===== src/mchw_pkg.sv =====
`default_nettype none

package mchw_pkg;

  localparam int unsigned CLIENTS_DEF = 8;
  localparam int unsigned ClientW     = 4;
  localparam int unsigned TickW       = 16;
  localparam int unsigned CntW        = 8;
  localparam int unsigned CauseW      = 2;
  localparam int unsigned CfgIdxW     = 1;
  localparam int unsigned CfgDataW    = 16;

  localparam logic [TickW-1:0] PERIOD_RST = 16'd100;
  localparam logic [CntW-1:0]  LIMIT_RST  = 8'd2;

  // configuration register indexes
  localparam logic [CfgIdxW-1:0] REG_PERIOD = 1'b0;
  localparam logic [CfgIdxW-1:0] REG_LIMIT  = 1'b1;

  // input item kinds
  localparam logic KIND_HEARTBEAT = 1'b0;
  localparam logic KIND_TICK      = 1'b1;

  // fault causes
  localparam logic [CauseW-1:0] CAUSE_NONE        = 2'd0;
  localparam logic [CauseW-1:0] CAUSE_ZERO_PERIOD = 2'd1;
  localparam logic [CauseW-1:0] CAUSE_MISSED      = 2'd2;

  typedef struct packed {
    logic               start;
    logic               hb_we;
    logic [ClientW-1:0] hb_idx;
  } scan_ctrl_t;

  typedef struct packed {
    logic busy;
    logic done;
    logic healthy;
  } scan_stat_t;

endpackage

`default_nettype wire


===== src/mchw_scan.sv =====
`default_nettype none

module mchw_scan #(
  parameter int unsigned CLIENTS = mchw_pkg::CLIENTS_DEF
) (
  input  wire logic                      clk_i,
  input  wire logic                      rst_ni,
  input  wire mchw_pkg::scan_ctrl_t      ctrl_i,
  input  wire logic [mchw_pkg::CntW-1:0] limit_i,
  output mchw_pkg::scan_stat_t           stat_o
);

  localparam int unsigned IdxW = (CLIENTS > 1) ? $clog2(CLIENTS) : 1;
  localparam logic [IdxW-1:0] IdxLast = IdxW'(CLIENTS - 1);

  logic [CLIENTS-1:0]         seen_q;
  logic [mchw_pkg::CntW-1:0]  missed_q [CLIENTS];
  logic [mchw_pkg::CntW-1:0]  missed_d;
  logic [mchw_pkg::CntW-1:0]  missed_cur;
  logic [IdxW-1:0]            idx_q, idx_d;
  logic                       busy_q, busy_d;
  logic                       healthy_q, healthy_d;
  logic                       last;
  logic                       fail;

  assign missed_cur = missed_q[idx_q];
  assign last       = (idx_q == IdxLast);

  // one client per cycle: clear on seen, else count up to the limit
  always_comb begin
    if (seen_q[idx_q]) begin
      missed_d = '0;
    end else if (missed_cur < limit_i) begin
      missed_d = missed_cur + 1'b1;
    end else begin
      missed_d = missed_cur;
    end
    fail = (missed_d >= limit_i);
  end

  always_comb begin
    busy_d    = busy_q;
    idx_d     = idx_q;
    healthy_d = healthy_q;
    if (ctrl_i.start) begin
      busy_d    = 1'b1;
      idx_d     = '0;
      healthy_d = 1'b1;
    end else if (busy_q) begin
      healthy_d = healthy_q & ~fail;
      idx_d     = idx_q + 1'b1;
      if (last) begin
        busy_d = 1'b0;
      end
    end
  end

  always_ff @(posedge clk_i or negedge rst_ni) begin
    if (!rst_ni) begin
      busy_q    <= 1'b0;
      idx_q     <= '0;
      healthy_q <= 1'b1;
      seen_q    <= '0;
      for (int i = 0; i < int'(CLIENTS); i++) begin
        missed_q[i] <= '0;
      end
    end else begin
      busy_q    <= busy_d;
      idx_q     <= idx_d;
      healthy_q <= healthy_d;
      if (!ctrl_i.start && busy_q) begin
        missed_q[idx_q] <= missed_d;
        seen_q[idx_q]   <= 1'b0;
      end else if (ctrl_i.hb_we) begin
        seen_q[ctrl_i.hb_idx[IdxW-1:0]] <= 1'b1;
      end
    end
  end

  assign stat_o.busy    = busy_q;
  assign stat_o.done    = busy_q & last;
  assign stat_o.healthy = healthy_q & ~fail;

endmodule

`default_nettype wire


===== src/multi_client_heartbeat_watchdog.sv =====
`default_nettype none

// Heartbeat watchdog for up to CLIENTS clients. Each input item is a
// heartbeat (kind 0, with a client index; indexes at or above CLIENTS are
// dropped) or a tick (kind 1). Once the check period (register 0, a count of
// ticks) has elapsed, a health check runs: clients that sent a heartbeat
// since the last check have their missed count cleared, all others count up
// to the limit (register 1); if any client sits at or above it a fault latches
// (cause 2), otherwise the item's result carries refresh = 1. A zero period
// latches a fault (cause 1) on the next item. The fault holds until reset.
// Every item gives exactly one result. With the output register free, a
// heartbeat or a tick that does not end a period goes from the idle state
// through the result state into the result register; a tick that ends a
// period first passes through the scan state, where one shared update/compare
// unit walks the client counters one per cycle. Input is not ready while an
// item is in work, and a finished item also waits for the output register to
// empty; a result waiting in the output register does not stall the next
// transfer in. Configuration writes take effect at once and are meant for
// idle periods only.
module multi_client_heartbeat_watchdog #(
  parameter int unsigned CLIENTS = mchw_pkg::CLIENTS_DEF
) (
  input  wire logic                          clk_i,
  input  wire logic                          rst_ni,
  input  wire logic                          in_valid_i,
  output logic                               in_ready_o,
  input  wire logic                          kind_i,
  input  wire logic [mchw_pkg::ClientW-1:0]  client_i,
  output logic                               out_valid_o,
  input  wire logic                          out_ready_i,
  output logic                               refresh_o,
  output logic                               fault_o,
  output logic [mchw_pkg::CauseW-1:0]        fault_cause_o,
  input  wire logic                          cfg_we_i,
  input  wire logic [mchw_pkg::CfgIdxW-1:0]  cfg_idx_i,
  input  wire logic [mchw_pkg::CfgDataW-1:0] cfg_wdata_i
);

  localparam logic [1:0] S_IDLE   = 2'd0;
  localparam logic [1:0] S_SCAN   = 2'd1;
  localparam logic [1:0] S_RESULT = 2'd2;

  localparam int unsigned TickW = mchw_pkg::TickW;

  logic [1:0]                    state_q, state_d;
  logic [TickW-1:0]              period_q;
  logic [mchw_pkg::CntW-1:0]     limit_q;
  logic [TickW-1:0]              tick_q, tick_d;
  logic                          fault_q, fault_d;
  logic [mchw_pkg::CauseW-1:0]   cause_q, cause_d;
  logic                          pend_q, pend_d;
  logic                          out_valid_q, out_valid_d;
  logic                          refresh_q, refresh_d;
  logic                          ofault_q;
  logic [mchw_pkg::CauseW-1:0]   ocause_q;
  logic                          in_xfer;
  logic                          load;
  logic [TickW:0]                tick_next;
  logic                          in_range;
  mchw_pkg::scan_ctrl_t          scan_ctrl;
  mchw_pkg::scan_stat_t          scan_stat;

  assign in_ready_o = (state_q == S_IDLE);
  assign in_xfer    = in_valid_i & in_ready_o;
  assign load       = (state_q == S_RESULT) & (~out_valid_q | out_ready_i);
  assign tick_next  = {1'b0, tick_q} + 1'b1;
  assign in_range   = ({1'b0, client_i} < (mchw_pkg::ClientW + 1)'(CLIENTS));

  always_comb begin
    state_d          = state_q;
    tick_d           = tick_q;
    fault_d          = fault_q;
    cause_d          = cause_q;
    pend_d           = pend_q;
    scan_ctrl.start  = 1'b0;
    scan_ctrl.hb_we  = 1'b0;
    scan_ctrl.hb_idx = client_i;
    unique case (state_q)
      S_IDLE: begin
        if (in_xfer) begin
          pend_d  = 1'b0;
          state_d = S_RESULT;
          if (fault_q) begin
            // latched: drop the item
          end else if (period_q == '0) begin
            fault_d = 1'b1;
            cause_d = mchw_pkg::CAUSE_ZERO_PERIOD;
          end else if (kind_i == mchw_pkg::KIND_HEARTBEAT) begin
            scan_ctrl.hb_we = in_range;
          end else if (tick_next >= {1'b0, period_q}) begin
            tick_d          = '0;
            scan_ctrl.start = 1'b1;
            state_d         = S_SCAN;
          end else begin
            tick_d = tick_next[TickW-1:0];
          end
        end
      end
      S_SCAN: begin
        if (scan_stat.done) begin
          state_d = S_RESULT;
          if (scan_stat.healthy) begin
            pend_d = 1'b1;
          end else begin
            fault_d = 1'b1;
            cause_d = mchw_pkg::CAUSE_MISSED;
          end
        end
      end
      S_RESULT: begin
        if (load) begin
          state_d = S_IDLE;
        end
      end
      default: begin
        state_d = S_IDLE;
      end
    endcase
  end

  always_comb begin
    out_valid_d = out_valid_q;
    refresh_d   = refresh_q;
    if (load) begin
      out_valid_d = 1'b1;
      refresh_d   = pend_q;
    end else if (out_ready_i) begin
      out_valid_d = 1'b0;
    end
  end

  always_ff @(posedge clk_i or negedge rst_ni) begin
    if (!rst_ni) begin
      state_q     <= S_IDLE;
      period_q    <= mchw_pkg::PERIOD_RST;
      limit_q     <= mchw_pkg::LIMIT_RST;
      tick_q      <= '0;
      fault_q     <= 1'b0;
      cause_q     <= mchw_pkg::CAUSE_NONE;
      pend_q      <= 1'b0;
      out_valid_q <= 1'b0;
    end else begin
      state_q     <= state_d;
      tick_q      <= tick_d;
      fault_q     <= fault_d;
      cause_q     <= cause_d;
      pend_q      <= pend_d;
      out_valid_q <= out_valid_d;
      if (cfg_we_i) begin
        unique case (cfg_idx_i)
          mchw_pkg::REG_PERIOD: period_q <= cfg_wdata_i;
          mchw_pkg::REG_LIMIT:  limit_q  <= cfg_wdata_i[mchw_pkg::CntW-1:0];
          default: ;
        endcase
      end
    end
  end

  // result payload
  always_ff @(posedge clk_i) begin
    refresh_q <= refresh_d;
    if (load) begin
      ofault_q <= fault_q;
      ocause_q <= cause_q;
    end
  end

  mchw_scan #(
    .CLIENTS(CLIENTS)
  ) u_scan (
    .clk_i  (clk_i),
    .rst_ni (rst_ni),
    .ctrl_i (scan_ctrl),
    .limit_i(limit_q),
    .stat_o (scan_stat)
  );

  assign out_valid_o   = out_valid_q;
  assign refresh_o     = refresh_q & ~scan_stat.busy | refresh_q;
  assign fault_o       = ofault_q;
  assign fault_cause_o = ocause_q;

endmodule

`default_nettype wire


===== config.mk =====
export PLATFORM = sky130hd
export DESIGN_NAME = multi_client_heartbeat_watchdog
export DESIGN_NICKNAME = d
export VERILOG_FILES = /design/src/mchw_pkg.sv /design/src/mchw_scan.sv /design/src/multi_client_heartbeat_watchdog.sv
export SDC_FILE = /design/constraint.sdc
export NUM_CORES = 1
export LEC_CHECK = 0
export ABC_AREA = 1
export BUFFER_PORTS_ARGS = -buffer_cell sky130_fd_sc_hd__buf_2
export CAP_MARGIN = 20
export CORE_MARGIN = 2
export CORE_UTILIZATION = 40
export DETAILED_ROUTE_END_ITERATION = 7
export PLACE_DENSITY = 0.53
export SLEW_MARGIN = 10
export SYNTH_ARGS = -nofsm -noshare
export SYNTH_HDL_FRONTEND = slang
export SYNTH_SLANG_ARGS = --single-unit

===== constraint.sdc =====
create_clock -name clk_i -period 8.9 [get_ports clk_i]
set_clock_uncertainty 0.15 [all_clocks]
set_input_delay 0.89 -clock clk_i [delete_from_list [all_inputs] [get_ports clk_i]]
set_output_delay 0.89 -clock clk_i [all_outputs]
set_load 0.005 [all_outputs]

==> Word-level counts from Yosys, hierarchy flattened <==
Cells that the tools add are included.
{ "word_totals": {"regBits": 128, "out_inout_bits": 6} }
{ "op_classes": {"add_sub_neg": 3, "n_lt_le_gt_ge": 10, "n_eq_ne": 10, "n_reduce_logical": 18, "muxes": 57, "bitwise": 17} }
{ "ops": {"columns": ["cell", "count"], "rows": [
  ["$bwmux W64", 1],
  ["$mux W8", 7],
  ["$mux W2", 16],
  ["$bmux W8 S3", 1],
  ["$demux W8 S3", 1],
  ["$mux W1", 21],
  ["$add A16 B1 Y17 const B", 1],
  ["$ge A17 B16 Y1", 1],
  ["$logic_not A16 Y1", 1],
  ["$mux W16", 1],
  ["$ne A2 B2 Y1 const B", 5],
  ["$add A8 B1 Y8 const B", 1],
  ["$and A8 B8 Y8", 1],
  ["$ge A8 B8 Y1", 1],
  ["$lt A3 B4 Y1 const B", 2],
  ["$lt A8 B8 Y1", 1],
  ["$not A8 Y8", 1],
  ["$or A8 B8 Y8", 1],
  ["$reduce_and A4 Y1", 2],
  ["$reduce_bool A2 Y1", 4],
  ["$demux W1 S3", 2],
  ["$ge A3 B1 Y1 const B", 2],
  ["$mux W3", 2],
  ["$not A1 Y1", 6],
  ["other kinds (22)", 33]
]} }

==> Longest topological paths before layout <==
{ "logic_depth": {"depth_word": 13, "mapped_depth": 28} }

==> Modules after synthesis <==
A second synthesis with hierarchy kept.
{ "hier_totals": {"hier_cells": 1061, "area_unflattened_um2": 7668.6} }
{ "modules_own_cells": {"columns": ["mod", "area_each_um2", "cells_per_inst", "instances", "seq_area_each_um2"], "rows": [
  ["mchw_scan", 4707.0, 677, 1, 1928.1],
  ["multi_client_heartbeat_watchdog", 2961.6, 384, 1, 1301.2]
]} }

==> Worst setup path before layout <==
OpenSTA, ideal clock, no wires.
{ "synth_timing": {"path_type": "register -> register", "startpoint": "register u_scan.idx_q[0]", "endpoint": "register cause_q[1] (netlist name)", "stages_incl_launch_ff": 25, "slack_ns": 5.022, "setup_ns": 0.127, "t_required_ns": 8.623, "t_arrival_ns": 3.602, "path_cell_list": "dfrtp_1 > buf_2 > buf_2 > or2_2 > o211ai_1 > nand2_1 > nor3_1 > inv_1 > ha_1 > nand2_1 > nor2_1 > a211oi_2 > nand2_2 > nand2_1 > a21oi_1 > ha_1 > nand2_1 > nor2_1 > nand4_1 > nand3_1 > nor2_1 > nand2_1 > nand3_1 > nand2_1 > o21ai_0"} }
{ "synth_between": {"elab_chain_cells": 12, "elab_cells_between_ends": 18, "cone_classes": "1 x add/sub; 2 x order compare; 3 x eq/ne; 7 x mux; 4 x bitwise; 1 x reduce/logical"} }
{ "synth_rtl": {"columns": ["element", "line_no", "text"], "rows": [
  ["start, declared", "mchw_scan.sv:20", "logic [IdxW-1:0] idx_q, idx_d;"],
  ["start signal, assigned", "mchw_scan.sv:69", "idx_q <= idx_d;"],
  ["$not A3 Y4 (not written as such)", "mchw_scan.sv:26", "assign missed_cur = missed_q[idx_q];"],
  ["$bmux W8 S3", "mchw_scan.sv:26", null],
  ["$mux W8 (not written as such) (2 in series)", "mchw_scan.sv:26", null],
  ["$add A8 B1 Y8 / $lt A8 B8 Y1 (equally long branches)", "mchw_scan.sv:34, mchw_scan.sv:33", null],
  ["$mux W8", "mchw_scan.sv:33", "end else if (missed_cur < limit_i) begin"],
  ["$mux W8 *", "mchw_scan.sv:31", "if (seen_q[idx_q]) begin"],
  ["net u_scan.missed_d (one bit)", "mchw_scan.sv:18", "logic [mchw_pkg::CntW-1:0] missed_d;"],
  ["$ge A8 B8 Y1 *", "mchw_scan.sv:38", "fail = (missed_d >= limit_i);"],
  ["$not A1 Y1 *", "mchw_scan.sv:82", "assign stat_o.healthy = healthy_q & ~fail;"],
  ["$and A1 B1 Y1 *", "mchw_scan.sv:82", null],
  ["$ne A2 B2 Y1 (no line) *", null, null],
  ["$reduce_and A6 Y1 (no line) *", null, null],
  ["end signal, assigned", "multi_client_heartbeat_watchdog.sv:139", "cause_q <= mchw_pkg::CAUSE_NONE;"],
  ["end signal, assigned", "multi_client_heartbeat_watchdog.sv:146", "cause_q <= cause_d;"],
  ["end, declared", "multi_client_heartbeat_watchdog.sv:50", "logic [mchw_pkg::CauseW-1:0] cause_q, cause_d;"]
]} }
The timed path passes the listed nets; every way through them passes the cells marked *. The select of a mux whose other input is x is not followed.
A chain may end at the register's enable or synchronous reset.

==> Final worst setup path <==
{ "layout_timing": {"startpoint": "register u_scan.idx_q[0]", "endpoint": "register cause_q[0] (netlist name)"} }
{ "layout_between": {"elab_chain_cells": 12, "elab_cells_between_ends": 18, "cone_classes": "1 x add/sub; 2 x order compare; 3 x eq/ne; 7 x mux; 4 x bitwise; 1 x reduce/logical"} }
{ "layout_rtl": {"columns": ["element", "line_no"], "rows": [
  ["$not A3 Y4 (not written as such)", "mchw_scan.sv:26"],
  ["$bmux W8 S3", "mchw_scan.sv:26"],
  ["$mux W8 (not written as such) (2 in series)", "mchw_scan.sv:26"],
  ["$add A8 B1 Y8 / $lt A8 B8 Y1 (equally long branches)", "mchw_scan.sv:34, mchw_scan.sv:33"],
  ["$mux W8", "mchw_scan.sv:33"],
  ["$mux W8", "mchw_scan.sv:31"],
  ["$ge A8 B8 Y1", "mchw_scan.sv:38"],
  ["$not A1 Y1", "mchw_scan.sv:82"],
  ["$and A1 B1 Y1", "mchw_scan.sv:82"],
  ["$ne A2 B2 Y1 (no line)", null],
  ["$reduce_and A6 Y1 (no line) *", null]
]} }
Every way passes the cells marked *; elsewhere a longest branch is shown, timed or not. The select of a mux whose other input is x is not followed.

==> impl_results.md <==
* Crit path DAT at 4.83 ns
* DR pass1 iterations at 5
* Root Buffer: clkbuf_16
* Die footprint at 19800 µm²
* Critical-path cell list: inv_1 -> buf_4 -> nand2_1 -> nand3_1 -> nand2_1 -> inv_1 -> nand3_1 -> ha_1 -> a21oi_1 -> nor2_1 -> a211oi_2 -> nand3_1 -> nand3_1 -> ha_1 -> inv_1 -> a21oi_1 -> o21ai_0 -> nand2_1 -> nand3_1 -> nor2_1 -> nand2_1 -> nand3_1 -> o21ai_0
* Initial DRC count at 538
* Largest net degree at the start of global routing at 66
* Final core occ at 0.464
* Layout area overhead at 12.9%
* Setup_tns at 0 ns
* Crit path max fanout at 26
* Sw Share at 0.486
* Yosys warns at 0
* DIE WIDTH at 141 µm
* Post-CTS Setup Bufs at 0
* Vias in the first global route at 6009
* Design Area, Final at 8420 µm²
* Post-CTS sizing at 0
* CTS tree: yes
* Sw power at 1610 µW
* Library cells used by synthesis at 38
* Worst Path Required at 9.06 ns
* Pleak at 0.00448 µW
* Worst rel slew slack at 0.397
* CTS clk-pin slew, worst paths at 0.06 ns
* Final Hold Viols at 0
* Routed wire length per instance at 15.8 µm
* Maxcap violations at 0
* Sequential area share after synthesis at 0.433
* Remaining Overflow, GRT at 0
* Worst path most repeated cell: nand3_1
* Post-route ant nets at 0
* Syn Nets at 1058
* Fin cells at 1268
* Asr flop ratio synth at 0.969
* CTS Buffer Depth at 2
* FF+latch count, synth at 128
* Critical path startpoint category: flip-flop
* Dominant cell type by area after synthesis: dfrtp_1
* IO Port Bufs at 32
* Vias per Instance at 5.13
* IO Pins at 33
* Crit path largest cell delay at 0.46 ns
* Placed Area at 7820 µm²
* Ys flop type: dfrtp_1
* Max Clk Rate at 0.214 GHz
* FP Rows at 49
* CTS Sinks at 128
* Post-synth top area share at 0.399
* Initial antenna violation count at 0
* GRT Total Usage at 0.214
* Synth Instances at 996
* Worst path top cell family by delay: simple AND/OR/NAND/NOR gates
* Share of cells above drive strength 1 at 0.114
* Setup CP Type: flip-flop to flip-flop
* Flop pwr share at 0.272
* First-pass GRT wire length at 32800 µm
* Max H-tree Level at 4
* Die Ht at 141 µm
* Final WL at 20100 µm
* CTS Hold Buffers Added at 0
* Final Cycle Share at 0.525
* Clk_lat worst skew at 0.42 ns
* RSZ-0062 raised after global routing: false
* Mapped Area at 7460 µm²
* Antenna diodes at 0
* Logic pwr share at 0.508
* Worst vdd ir at 0.216 mV
* HP Class: flip-flop to flip-flop
* DP HPWL at 13800 µm
* CP max stage cell: a211oi_2
* Syn Area/Cell at 7.49 µm²
* Layout net count at 1088
* Minimum clock period at 4.67 ns
* CP Capture Type: flip-flop
* DRC Markers at 0
* Dpl cells at 1236
* EDFF count, synth at 4
* Cell Int Power at 1700 µW
* Pins over their slew limit at 0
* Initial Utilization at 0.411
* CTS buffer count at 17
* Placer congestion estimate at 0.887
* Top cells by area, synth: dfrtp_1 (40%), nand2_1 (16%), nand3_1 (7.8%), inv_1 (6.2%), ha_1 (5.9%)
* Status: complete, no violations
* Worst-Margin Slew at 0.902 ns
* Clock power frac at 0.219
* Pwr dens at 393 nW/µm²
* CP bufs+invs at 4
* Setup violators final at 0
* Fin Hold WS at 0.313 ns
* DR vias at 6505
* Total core area at 18100 µm²
-- logic make-up after synthesis --
group	synth area share
and+or+nand+nor	0.330
buffers and inverters	0.0862
DFF	0.433
AOI/OAI and AO/OA	0.0733
adders and majority gates	0.0587
xor gates and xnor gates	0.0188
-- layout make-up --
class	instances	area (µm²)
fill	1868	9730
multi-input combinational	706	3590
sequential	128	3230
inverter	136	510
clock buffer	17	425
tap	229	287
timing repair buffer	37	200
clock inverter	15	181
-- sequential cells by signal (all words and copies together), names as in the netlist, 3 cells and up --
name             cells
u_scan.missed_q     64
period_q            16
limit_q              8
tick_q              16
u_scan.seen_q        8
u_scan.idx_q         3
-- power groups by stage --
| stage | clock (µW) | sequential [µW] | combinational, µW |
|---|---|---|---|
| 6_report | 726 | 900 | 1680 |
| 5_1_grt | 765 | 925 | 1880 |
| 4_1_cts | 741 | 897 | 1670 |
| 3_5_place_dp | 0 | 902 | 1660 |
| 3_3_place_gp | 0 | 905 | 1660 |
| 2_1_floorplan | 0 | 877 | 1190 |
-- cells in the final DEF (no fill, tap or decap), types with 2 or more instances in the layout --
| master | instances |
|---|---|
| o211ai_1 | 3 |
| nand3b_1 | 2 |
| o22ai_1 | 6 |
| nand2_1 | 310 |
| nor2_2 | 7 |
| clkbuf_16 | 17 |
| bufinv_16 | 3 |
| o21a_1 | 3 |
| nor2_8 | 5 |
| dfstp_2 | 5 |
| or2_2 | 4 |
| buf_2 | 31 |
| nor2_1 | 63 |
| xor2_1 | 15 |
| a21oi_1 | 28 |
| buf_4 | 6 |
| edfxtp_1 | 4 |
| o21ai_0 | 53 |
| nor3_1 | 9 |
| clkinv_1 | 2 |
| dfrtp_1 | 119 |
| inv_6 | 5 |
| clkinvlp_4 | 4 |
| nand4_1 | 23 |
| inv_1 | 122 |
| ha_1 | 35 |
| nand3_1 | 116 |
| inv_2 | 13 |
| nand2_2 | 13 |
-- routing by layer --
| layer | vias to the layer above | share of wire | global-route usage |
|---|---|---|---|
| li1 | 3266 | - | - |
| met1 | 3060 | 0.50 | 0.329 |
| met2 | 165 | 0.43 | 0.311 |
| met3 | 14 | 0.059 | 0.0377 |
| met4 | 0 | 0.012 | 0.0553 |
| met5 | - | 0 | 0 |
-- final timing paths --
kind / start / end / depth (start not counted) / slack, ns
hold reg to reg: cause_q[0] / fault_cause_o[0] / 0 / 0.31
max in group asynchronous: rst_ni / u_scan.missed_q[31] / 2 / 6.84
setup reg to reg: u_scan.idx_q[0] / cause_q[0] / 23 / 4.23
setup / recovery: u_scan.idx_q[0] / cause_q[0] / 23 / 4.23
hold / removal: cause_q[0] / fault_cause_o[0] / 0 / 0.31
min in group asynchronous: rst_ni / state_q[1] / 1 / 0.39
-- Yosys cell counts (4+ instances only) --
| master | n |
|---|---|
| clkbuf_1 | 7 |
| or2_2 | 4 |
| o21ai_0 | 53 |
| nand4_1 | 23 |
| o22ai_1 | 6 |
| nor3_1 | 9 |
| inv_2 | 13 |
| xor2_1 | 15 |
| nand2_2 | 13 |
| nand2_1 | 310 |
| dfrtp_1 | 119 |
| dfstp_2 | 5 |
| edfxtp_1 | 4 |
| nor2_8 | 5 |
| buf_2 | 13 |
| nor2_1 | 63 |
| nor2_2 | 7 |
| ha_1 | 35 |
| nand3_1 | 116 |
| inv_1 | 123 |
| a21oi_1 | 28 |
-- stage by stage --
stage          worst slack (ns)  total power, µW
2_1_floorplan              5.02             2070
3_3_place_gp               4.33             2570
3_5_place_dp               4.30             2570
4_1_cts                    4.26             3310
5_1_grt                    3.66             3570
6_report                   4.23             3310
Power figures use the tool's default switching activity.
